## src/emrp_pkg.sv

```systemverilog
// Shared types and constants of the extent map read planner.
package emrp_pkg;

  localparam int unsigned OP_W    = 2;
  localparam int unsigned START_W = 39;
  localparam int unsigned LEN_W   = 32;
  localparam int unsigned SRC_W   = 40;
  localparam int unsigned LAYER_W = 8;
  localparam int unsigned OFS_W   = 48;
  localparam int unsigned CNT_W   = 32;
  localparam int unsigned DEST_W  = 23;
  localparam int unsigned PLEN_W  = 24;
  localparam int unsigned VSZ_W   = 48;

  typedef enum logic [1:0] {
    OP_INVALIDATE = 2'd0,
    OP_NEW_TABLE  = 2'd1,
    OP_APPEND     = 2'd2,
    OP_READ       = 2'd3
  } op_t;

  typedef enum logic [1:0] {
    KIND_ZERO   = 2'd0,
    KIND_SOURCE = 2'd1,
    KIND_STATUS = 2'd2
  } kind_t;

  typedef enum logic [1:0] {
    ST_OK         = 2'd0,
    ST_MISALIGNED = 2'd1,
    ST_INVALID    = 2'd2,
    ST_FULL       = 2'd3
  } status_t;

  typedef struct packed {
    logic [OP_W-1:0]    op;
    logic [START_W-1:0] extent_start;
    logic [LEN_W-1:0]   extent_length;
    logic [SRC_W-1:0]   extent_source;
    logic [LAYER_W-1:0] extent_layer;
    logic               extent_is_zero;
    logic [OFS_W-1:0]   read_offset;
    logic [CNT_W-1:0]   read_bytes;
  } req_t;

  typedef struct packed {
    logic [1:0]         piece_kind;
    logic [DEST_W-1:0]  dest_sector;
    logic [PLEN_W-1:0]  piece_sectors;
    logic [LAYER_W-1:0] src_layer;
    logic [SRC_W-1:0]   src_sector;
    logic [1:0]         status;
    logic [CNT_W-1:0]   total_bytes;
    logic               last;
  } res_t;

  // controller -> datapath
  typedef struct packed {
    logic load;    // capture request, run checks
    logic prep;    // compute sector bounds
    logic fetch;   // read entry at iterator
    logic step;    // evaluate one walk step
  } cmd_t;

  // datapath -> controller
  typedef enum logic [2:0] {
    CHK_SIMPLE = 3'd0, // single status result, already built
    CHK_WALK   = 3'd1  // read needs a table walk
  } chk_t;

  typedef struct packed {
    logic chk_walk;   // after load: walk needed
    logic emit;       // after step: a result was built (piece or final status)
    logic done;       // after step: walk is over
  } sts_t;

endpackage

```

## src/emrp_if.sv

```systemverilog
// Valid/ready channel carrying one payload.
interface emrp_if #(parameter type T = logic) ();
  logic valid;
  logic ready;
  T     data;
  modport source (output valid, output data, input ready);
  modport sink (input valid, input data, output ready);
endinterface

```

## src/extent_map_read_planner.sv

```systemverilog
// Top level of the extent map read planner.
// A request answered by one status result is built in the datapath result register and
// moves to the output register from state CHECK; the next request is taken back in IDLE.
// A walked read repeats steps (each step is a fetch and an evaluate) until its final result,
// with at most MAX_EXTENTS + results + 1 steps, plus stalls at the output.
// One request at a time. Reset: rst_n synchronous; table invalid, size 0.
module extent_map_read_planner #(
  parameter int unsigned MAX_EXTENTS  = 16,
  parameter int unsigned SECTOR_BYTES = 512
) (
  input  logic                       clk,
  input  logic                       rst_n,
  input  logic                       cfg_we,
  input  logic [emrp_pkg::VSZ_W-1:0] cfg_wdata,
  emrp_if.sink                       in_ch,
  emrp_if.source                     out_ch
);
  import emrp_pkg::*;

  logic [VSZ_W-1:0] vsize_r;
  cmd_t cmd;
  sts_t sts;
  res_t res;
  logic in_ready, out_load, out_valid_r, out_free;

  always_ff @(posedge clk) begin
    if (!rst_n) vsize_r <= '0;
    else if (cfg_we) vsize_r <= cfg_wdata;
  end

  // output register; free when empty or being taken
  assign out_free = !out_valid_r || out_ch.ready;
  always_ff @(posedge clk) begin
    if (!rst_n) out_valid_r <= 1'b0;
    else if (out_load) out_valid_r <= 1'b1;
    else if (out_ch.ready) out_valid_r <= 1'b0;
  end
  res_t out_r;
  always_ff @(posedge clk) if (out_load) out_r <= res;

  assign in_ch.ready  = in_ready;
  assign out_ch.valid = out_valid_r;
  assign out_ch.data  = out_r;

  emrp_ctrl u_ctrl (
    .clk, .rst_n,
    .in_fire (in_ch.valid && in_ready),
    .out_free, .sts, .cmd, .in_ready, .out_load
  );

  emrp_dp #(.MAX_EXTENTS(MAX_EXTENTS), .SECTOR_BYTES(SECTOR_BYTES)) u_dp (
    .clk, .rst_n, .cmd, .req(in_ch.data), .vsize(vsize_r), .sts, .res
  );

`ifndef SYNTHESIS
  a_no_accept_busy: assert property (@(posedge clk) disable iff (!rst_n)
    cmd.step |-> !in_ready) else $error("request taken during walk");
  a_load_fills: assert property (@(posedge clk) disable iff (!rst_n)
    out_load |=> out_valid_r) else $error("result lost");
`endif
endmodule

```

## src/emrp_ctrl.sv

```systemverilog
// Controller state machine of the read planner.
module emrp_ctrl (
  input  logic            clk,
  input  logic            rst_n,
  input  logic            in_fire,
  input  logic            out_free,
  input  emrp_pkg::sts_t  sts,
  output emrp_pkg::cmd_t  cmd,
  output logic            in_ready,
  output logic            out_load
);
  import emrp_pkg::*;

  typedef enum logic [5:0] {
    S_IDLE  = 6'b000001,
    S_CHECK = 6'b000010,
    S_PREP  = 6'b000100,
    S_FETCH = 6'b001000,
    S_STEP  = 6'b010000,
    S_EMIT  = 6'b100000
  } state_t;

  state_t state_r, state_nxt;
  logic   pend_done_r, pend_done_nxt;

  always_comb begin
    state_nxt     = state_r;
    pend_done_nxt = pend_done_r;
    cmd           = '0;
    in_ready      = 1'b0;
    out_load      = 1'b0;
    unique case (state_r)
      S_IDLE: begin
        in_ready = 1'b1;
        if (in_fire) begin
          cmd.load  = 1'b1;
          state_nxt = S_CHECK;
        end
      end
      S_CHECK: begin
        if (sts.chk_walk) begin
          state_nxt = S_PREP;
        end else if (out_free) begin
          out_load  = 1'b1;
          state_nxt = S_IDLE;
        end
      end
      S_PREP: begin
        cmd.prep  = 1'b1;
        state_nxt = S_FETCH;
      end
      S_FETCH: begin
        cmd.fetch = 1'b1;
        state_nxt = S_STEP;
      end
      S_STEP: begin
        cmd.step      = 1'b1;
        pend_done_nxt = sts.done;
        if (sts.emit) state_nxt = S_EMIT;
        else if (sts.done) state_nxt = S_EMIT;
        else state_nxt = S_FETCH;
      end
      S_EMIT: begin
        if (out_free) begin
          out_load  = 1'b1;
          state_nxt = pend_done_r ? S_IDLE : S_FETCH;
        end
      end
      default: state_nxt = S_IDLE;
    endcase
  end

  always_ff @(posedge clk) begin
    if (!rst_n) begin
      state_r     <= S_IDLE;
      pend_done_r <= 1'b0;
    end else begin
      state_r     <= state_nxt;
      pend_done_r <= pend_done_nxt;
    end
  end
endmodule

```

## src/emrp_dp.sv

```systemverilog
// Datapath: extent table, request checks and the walk step.
module emrp_dp #(
  parameter int unsigned MAX_EXTENTS  = 16,
  parameter int unsigned SECTOR_BYTES = 512
) (
  input  logic                          clk,
  input  logic                          rst_n,
  input  emrp_pkg::cmd_t                cmd,
  input  emrp_pkg::req_t                req,
  input  logic [emrp_pkg::VSZ_W-1:0]    vsize,
  output emrp_pkg::sts_t                sts,
  output emrp_pkg::res_t                res
);
  import emrp_pkg::*;

  localparam int unsigned SB = $clog2(SECTOR_BYTES);
  localparam int unsigned IW = (MAX_EXTENTS > 1) ? $clog2(MAX_EXTENTS) : 1;
  localparam int unsigned UW = $clog2(MAX_EXTENTS + 1);
  localparam int unsigned EW = START_W + 1;    // extent end
  // sector numbers: request end incl. carry, or extent end, whichever is wider
  localparam int unsigned SW = (OFS_W - SB + 1 > EW) ? OFS_W - SB + 1 : EW;

  logic [START_W-1:0] t_start  [MAX_EXTENTS];
  logic [LEN_W-1:0]   t_len    [MAX_EXTENTS];
  logic [SRC_W-1:0]   t_src    [MAX_EXTENTS];
  logic [LAYER_W-1:0] t_layer  [MAX_EXTENTS];
  logic               t_zero   [MAX_EXTENTS];

  logic [UW-1:0] used_r;
  logic          valid_r;
  logic [UW-1:0] it_r, it_nxt;
  logic          seek_r, seek_nxt;   // skipping to first entry past start
  logic [SW-1:0] start_r, end_r, cur_r, cur_nxt;
  logic [OFS_W-1:0] offs_r;
  logic [CNT_W-1:0] cnt_r;
  logic          walk_r;
  res_t          res_r;

  // registered entry read
  logic [START_W-1:0] e_start_r;
  logic [LEN_W-1:0]   e_len_r;
  logic [SRC_W-1:0]   e_src_r;
  logic [LAYER_W-1:0] e_layer_r;
  logic               e_zero_r;
  logic               e_ok_r;

  logic [IW-1:0] wr_idx, rd_idx;
  assign wr_idx = used_r[IW-1:0];
  assign rd_idx = it_r[IW-1:0];

  always_ff @(posedge clk) begin
    if (cmd.load && req.op == OP_APPEND && valid_r && used_r < UW'(MAX_EXTENTS)) begin
      t_start[wr_idx] <= req.extent_start;
      t_len[wr_idx]   <= req.extent_length;
      t_src[wr_idx]   <= req.extent_source;
      t_layer[wr_idx] <= req.extent_layer;
      t_zero[wr_idx]  <= req.extent_is_zero;
    end
    if (cmd.fetch) begin
      e_start_r <= t_start[rd_idx];
      e_len_r   <= t_len[rd_idx];
      e_src_r   <= t_src[rd_idx];
      e_layer_r <= t_layer[rd_idx];
      e_zero_r  <= t_zero[rd_idx];
      e_ok_r    <= it_r < used_r;
    end
  end

  // load checks
  logic          misal, beyond;
  logic [OFS_W:0] room, cnt_clip;
  res_t          load_res;
  always_comb begin
    misal    = (req.read_offset[SB-1:0] != '0) || (req.read_bytes[SB-1:0] != '0);
    beyond   = req.read_offset >= vsize;
    room     = {1'b0, vsize} - {1'b0, req.read_offset};
    cnt_clip = ({17'd0, req.read_bytes} > room) ? room : {17'd0, req.read_bytes};
    load_res            = '0;
    load_res.piece_kind = KIND_STATUS;
    load_res.last       = 1'b1;
    unique case (op_t'(req.op))
      OP_APPEND: load_res.status = !valid_r ? ST_INVALID :
                   (used_r >= UW'(MAX_EXTENTS)) ? ST_FULL : ST_OK;
      OP_READ: load_res.status = misal ? ST_MISALIGNED :
                 (beyond || cnt_clip == '0) ? ST_OK :
                 !valid_r ? ST_INVALID : ST_OK;
      default: load_res.status = ST_OK;
    endcase
  end

  // walk step; whether a piece is the final one is known when it is built
  logic [EW-1:0]  e_end;
  logic [SW-1:0]  s_w, e_w, to_w;
  logic           hit_end, gap, past;
  res_t           piece;
  logic           emit, done;
  always_comb begin
    e_end   = {1'b0, e_start_r} + EW'(e_len_r);
    s_w     = SW'(e_start_r);
    e_w     = SW'(e_end);
    to_w    = (e_w < end_r) ? e_w : end_r;
    hit_end = !e_ok_r || s_w >= end_r;
    gap     = s_w > cur_r;
    past    = e_w <= cur_r;
    piece   = '0;
    piece.dest_sector = DEST_W'(cur_r - start_r);
    emit    = 1'b0;
    done    = 1'b0;
    cur_nxt = cur_r;
    it_nxt  = it_r;
    seek_nxt = seek_r;
    if (seek_r) begin
      if (e_ok_r && e_w <= start_r) it_nxt = it_r + 1'b1;
      else seek_nxt = 1'b0;
    end else if (cur_r >= end_r) begin
      done = 1'b1; // no whole sector to plan
    end else if (hit_end) begin
      piece.piece_kind    = KIND_ZERO;
      piece.piece_sectors = PLEN_W'(end_r - cur_r);
      emit = 1'b1;
      done = 1'b1;
      cur_nxt = end_r;
    end else if (gap) begin
      piece.piece_kind    = KIND_ZERO;
      piece.piece_sectors = PLEN_W'(s_w - cur_r);
      emit = 1'b1;
      cur_nxt = s_w;
    end else if (past) begin
      it_nxt = it_r + 1'b1;
    end else begin
      piece.piece_sectors = PLEN_W'(to_w - cur_r);
      if (e_zero_r) piece.piece_kind = KIND_ZERO;
      else begin
        piece.piece_kind = KIND_SOURCE;
        piece.src_layer  = e_layer_r;
        piece.src_sector = e_src_r + SRC_W'(cur_r - s_w);
      end
      emit = 1'b1;
      cur_nxt = to_w;
      if (e_w <= to_w) it_nxt = it_r + 1'b1;
      done = (to_w >= end_r);
    end
    if (done) begin
      piece.last        = 1'b1;
      piece.total_bytes = cnt_r;
      if (!emit) begin
        piece.piece_kind  = KIND_STATUS;
        piece.dest_sector = '0;
      end
    end
  end

  always_ff @(posedge clk) begin
    if (!rst_n) begin
      used_r  <= '0;
      valid_r <= 1'b0;
      walk_r  <= 1'b0;
    end else if (cmd.load) begin
      unique case (op_t'(req.op))
        OP_INVALIDATE: begin valid_r <= 1'b0; used_r <= '0; end
        OP_NEW_TABLE:  begin valid_r <= 1'b1; used_r <= '0; end
        OP_APPEND: if (valid_r && used_r < UW'(MAX_EXTENTS)) used_r <= used_r + 1'b1;
        OP_READ: ;
        default: ;
      endcase
      walk_r <= req.op == OP_READ && !misal && !beyond && cnt_clip != '0 && valid_r;
    end
  end

  always_ff @(posedge clk) begin
    if (cmd.load) begin
      res_r  <= load_res;
      offs_r <= req.read_offset;
      cnt_r  <= CNT_W'(cnt_clip);
    end else if (cmd.step && (emit || done)) begin
      res_r <= piece;
    end
    if (cmd.prep) begin
      start_r <= SW'(offs_r >> SB);
      end_r   <= SW'(({1'b0, offs_r} + (OFS_W+1)'(cnt_r)) >> SB);
      cur_r   <= SW'(offs_r >> SB);
      it_r    <= '0;
      seek_r  <= 1'b1;
    end
    if (cmd.step) begin
      cur_r  <= cur_nxt;
      it_r   <= it_nxt;
      seek_r <= seek_nxt;
    end
  end

  // every step that builds a result hands it to the output
  assign sts.chk_walk = walk_r;
  assign sts.emit     = emit || done;
  assign sts.done     = done;

  assign res = res_r;
endmodule

```

## src/flat_wrapper.sv

```systemverilog
// flat-port wrapper written by rule: the top's interface ports become plain ports
module extent_map_read_planner_flat import emrp_pkg::*;
#(
  parameter int unsigned MAX_EXTENTS  = 16,
  parameter int unsigned SECTOR_BYTES = 512
)
  (clk, rst_n, cfg_we, cfg_wdata, in_ch_valid, in_ch_data, in_ch_ready, out_ch_valid, out_ch_data, out_ch_ready);
  emrp_if #(.T(req_t)) in_ch_i ();
  emrp_if #(.T(res_t)) out_ch_i ();
  input  logic clk;
  input  logic rst_n;
  input  logic cfg_we;
  input  logic [emrp_pkg::VSZ_W-1:0] cfg_wdata;
  input wire logic [$bits(in_ch_i.valid)-1:0] in_ch_valid;
  input wire logic [$bits(in_ch_i.data)-1:0] in_ch_data;
  output wire logic [$bits(in_ch_i.ready)-1:0] in_ch_ready;
  output wire logic [$bits(out_ch_i.valid)-1:0] out_ch_valid;
  output wire logic [$bits(out_ch_i.data)-1:0] out_ch_data;
  input wire logic [$bits(out_ch_i.ready)-1:0] out_ch_ready;
  assign in_ch_i.valid = in_ch_valid;
  assign in_ch_i.data = in_ch_data;
  assign in_ch_ready = in_ch_i.ready;
  assign out_ch_valid = out_ch_i.valid;
  assign out_ch_data = out_ch_i.data;
  assign out_ch_i.ready = out_ch_ready;
  extent_map_read_planner #(.MAX_EXTENTS(MAX_EXTENTS), .SECTOR_BYTES(SECTOR_BYTES)) u_core (.clk(clk), .rst_n(rst_n), .cfg_we(cfg_we), .cfg_wdata(cfg_wdata), .in_ch(in_ch_i), .out_ch(out_ch_i));
endmodule
```

## config.mk

```make
export PLATFORM = sky130hd
export DESIGN_NAME = extent_map_read_planner_flat
export DESIGN_NICKNAME = d
export VERILOG_FILES = /design/src/emrp_pkg.sv /design/src/emrp_if.sv /design/src/extent_map_read_planner.sv /design/src/emrp_ctrl.sv /design/src/emrp_dp.sv /design/src/flat_wrapper.sv
export SDC_FILE = /design/constraint.sdc
export NUM_CORES = 2
export LEC_CHECK = 0
export BUFFER_PORTS_ARGS = -buffer_cell sky130_fd_sc_hd__clkbuf_2
export CAP_MARGIN = 25
export CORE_MARGIN = 2
export CORE_UTILIZATION = 30
export CTS_BUF_LIST = sky130_fd_sc_hd__clkbuf_4 sky130_fd_sc_hd__clkbuf_8 sky130_fd_sc_hd__clkbuf_16
export CTS_CLUSTER_DIAMETER = 60
export CTS_CLUSTER_SIZE = 28
export DETAILED_ROUTE_END_ITERATION = 16
export PLACE_DENSITY_LB_ADDON = 0.12
export SLEW_MARGIN = 20
export SYNTH_ARGS = -nofsm -noshare
export SYNTH_HDL_FRONTEND = slang
export SYNTH_SLANG_ARGS = --single-unit
```

## constraint.sdc

```tcl
create_clock -name clk -period 24.2 [get_ports clk]
set_input_delay 3.63 -clock clk [delete_from_list [all_inputs] [get_ports clk]]
set_output_delay 3.63 -clock clk [all_outputs]
set_load 0.01 [all_outputs]
```

==> flow_summary.json <==
{
  "cell_area_after_placement_um2": 125400,
  "slew_headroom": 0.2437,
  "final-setup-viol-count": 0,
  "cts_buffers": 241,
  "synth_enable_flop_cells": 2380,
  "worstSetupEndpointType": "flop",
  "critPathKind": "reg2reg",
  "master_of_the_slowest_instance_on_the_critical_path": "a221oi_4",
  "dieWidth_um": 628.5,
  "post-route-drc-count": 0,
  "synth_sequential_area_ratio": 0.6439,
  "place.detailed.hpwl_mm": 258.7,
  "launch_instance_of_the_worst_min_delay_path": "u_core.u_dp.res[68]",
  "floorplan.rows": 229,
  "power.static_leakage_nw": 50.34,
  "r2r_slack_ps": 11870,
  "chipHeight_um": 628.5,
  "effective_utilization_at_floorplan": 0.3011,
  "ant_nets": 0,
  "power_mw": 9.290,
  "post-cts-setup-buffer-count": 0,
  "report.final.hold_viol_count": 0,
  "cts.reportedPaths.clkPinSlew_ps": 70,
  "syn_area_per_cell_um2": 14.67,
  "clock_tree_from_tritoncts": "yes",
  "ys_async_sr_fraction": 0,
  "achievable-frequency_mhz": 81.10,
  "antenna_found_initial": 64,
  "min-delay-path-class": "reg2reg",
  "htree_levels": 4,
  "drt-pass1-iter-count": 8,
  "post_cts.resized_instances": 0,
  "routability_congestion_estimate": 0.8795,
  "num-nets-final": 9282,
  "timing.setup.tns_ps": 0,
  "min_period_ps": 12330,
  "max_cap_violations": 0,
  "rsz0062_at_grt": "no",
  "gr-usage-all-layers": 0.1932,
  "arrival_time_reported_for_the_critical_path_endpoint_ps": 13200,
  "ctsHoldBuffers": 0,
  "outcome": "complete, no violations",
  "slew_viol_final": 0,
  "hold_path_depth": 0,
  "min_period_over_period": 0.5095,
  "avgRoutedWirePerCell_um": 28.36,
  "critPathMostFrequentCell": "a21oi_1",
  "holdWs_ps": 418.2,
  "cts-root-buf": "clkbuf_16",
  "share_of_post_route_cells_with_drive_strength_above_1": 0.1606,
  "yosys_most_used_dff": "edfxtp_1",
  "worstMarginPinSlew_ps": 1106,
  "post_drt_via_cell_ratio": 5.094,
  "timing.clock.skew_ps": 103.2,
  "cp_max_fo": 72,
  "insertion_delay_ps": 990,
  "placement.io_buffers": 388,
  "layout.filler_cells": 37603,
  "yosysUniqueCellTypes": 95,
  "synth.cell_area_um2": 117000,
  "maximum_cell_stage_delay_along_the_critical_path_ps": 710,
  "power.ir.vdd_worst_mv": 0.06595,
  "vias_post_dr": 70405,
  "number_of_global_route_vias_before_repair": 71018,
  "io-pin-count": 389,
  "wl_mm": 391.9,
  "global_route_wire_length_before_repair_mm": 548.5,
  "worst_ep_required_time_ps": 25070,
  "cp-start-kind": "flop",
  "yosys_warnings": 0,
  "post_synth_inst_count": 7977,
  "hold-path-endpoint": "u_core.out_ch.data[68]",
  "grt-ovfl-total": 0,
  "area_growth_syn_to_layout_pct": 14.61,
  "final_core_utilization": 0.3451,
  "r2r_start": "u_core.u_dp.e_start_r[1]",
  "core_region_area_um2": 388500,
  "synth_fp_nets": 8853,
  "first_iter_violations": 4946,
  "reg2regPathDepth": 38,
  "cts_sinks": 2573,
  "power_per_cell_area_nw_per_um2": 69.29,
  "maximum_number_of_pins_on_one_net_before_global_route_repair": 110,
  "ys_ff_latch": 2573,
  "rr_endpoint": "u_core.u_dp.res[104]",
  "die_area_um2": 395000,
  "number_of_buffers_on_the_longest_clock_path": 4,
  "total_non_filler_cell_area_in_the_finished_layout_um2": 134100
}
-- cell usage after synthesis (all sizes together) (12+ instances only) --
cell type  number  area, um^2
o21a           49       367.9
a21boi         12       93.84
or3            16       100.1
nand2b         36       225.2
a21o          185        1389
o221ai         12       105.1
a31oi          46       294.0
and2           18       112.6
a21oi         415        2081
a211o          15       131.4
o31ai          14       110.1
nor2          282        1061
mux2          134        1509
a22o           52       455.4
o22ai          20       125.1
a221oi        131        1160
nand3          81       405.4
o211ai         40       300.3
nor3           75       380.4
or2            20       125.1
and3           35       219.0
fa             45       900.9
a22oi         127       953.4
buf            82       426.7
inv           425        1595
mux2i         443        4434
xnor2         136        1191
nor2b          96       600.6
a211oi         43       332.8
nand4          90       563.0
o21bai         34       259.0
mux4          240        5405
xor2           89       779.5
dfxtp         193        3864
edfxtp       2380       71470
a2111oi        12       112.6
nand2         428        1607
ha            576        7207
o21ai         466        2336
clkbuf        235       882.1
nor4           26       198.9
-- final cells by class --
class                   count  area, um^2  share of cell area
clock buffers             256        6173             0.04604
flip-flops and latches   2573       75330              0.5619
diodes                      6       15.01           0.0001120
multi-input cells        4662       38950              0.2905
inverters                 425        1599             0.01193
well taps                5197        6502             0.04850
clock inverters           198        2476             0.01847
repair buffers            503        3028             0.02258
-- state kept, by name (all words and copies together), names as in the netlist, 16 cells and up --
register               count
u_core.u_dp.t_src        640
u_core.u_dp.t_len        512
u_core.u_dp.e_len_r       32
u_core.u_dp.offs_r        48
u_core.u_dp.cur_r         40
u_core.vsize_r            48
u_core.u_dp.t_start      624
u_core.u_dp.e_start_r     39
u_core.out_ch.data       132
u_core.u_dp.cnt_r         32
u_core.u_dp.t_zero        16
u_core.u_dp.e_src_r       40
u_core.u_dp.end_r         40
u_core.u_dp.t_layer      128
u_core.u_dp.res          132
u_core.u_dp.start_r       39
-- critical path, delay by kind of cell, from the launching register on --
| kind | cells | cell delay [ps] |
|---|---|---|
| adder cells (fa/ha/maj) | 3 | 1020 |
| XOR/XNOR | 1 | 500 |
| flip-flops | 1 | 520 |
| buffers and inverters | 4 | 1790 |
| AND/OR/NAND/NOR | 6 | 1190 |
| AO/OA/AOI/OAI | 24 | 7070 |
-- layer usage --
metal  part of all wire  vias to the layer above  track usage
met3              0.039                      503      0.02340
met5            0.00037                        -            0
met4              0.029                       24      0.05077
met2               0.50                     1648       0.3372
li1                   -                    31932            -
met1               0.43                    36298       0.2531
-- worst max path at each step --
stage,start,end,depth (start not counted)
finish,u_core.u_dp.e_start_r[1],u_core.u_dp.res[104],38
global route,u_core.u_dp.e_start_r[1],u_core.u_dp.res[118],39
CTS,u_core.u_dp.e_start_r[1],u_core.u_dp.res[104],38
detailed placement,u_core.u_dp.e_start_r[1],u_core.u_dp.res[94],39
global placement,u_core.u_dp.e_start_r[1],u_core.u_dp.res[128],38
floorplan,in_ch_valid,u_core.u_dp.t_layer[2][0],6
-- power breakdown --
part           internal [mW]  switching (mW)  total [mW]
clock                   2.16            1.96        4.12
sequential              4.87          0.0221        4.89
combinational         0.0923           0.188       0.280
total                   7.12            2.17        9.29
-- per-stage QoR --
stage / setup slack [ps] / std cells
2_1_floorplan: 8488 / 7977
3_3_place_gp: 12100 / 13359
3_5_place_dp: 12000 / 13359
4_1_cts: 11890 / 13813
5_1_grt: 10930 / 13815
6_report: 11870 / 13820
-- layout by cell type (no fill, tap or decap), types with 193 or more instances in the layout --
| master | Yosys | final |
|---|---|---|
| mux2i_1 | 443 | 443 |
| inv_1 | 424 | 422 |
| mux4_2 | 240 | 240 |
| nor2_1 | 281 | 268 |
| o21ai_0 | 396 | 396 |
| ha_1 | 576 | 576 |
| clkbuf_2 | 0 | 388 |
| clkbuf_16 | 0 | 242 |
| nand2_1 | 428 | 426 |
| edfxtp_1 | 2380 | 2380 |
| dfxtp_1 | 193 | 193 |
| a21oi_1 | 414 | 413 |
-- logic make-up after synthesis --
group	share of synthesized area
xor gates and xnor gates	0.01685
and+or+nand+nor	0.05024
adders and majority gates	0.06931
DFF	0.6439
AOI/OAI and AO/OA	0.09783
muxes	0.09701
buffers and inverters	0.02482
Note: power is estimated with default switching activity, not from simulation.
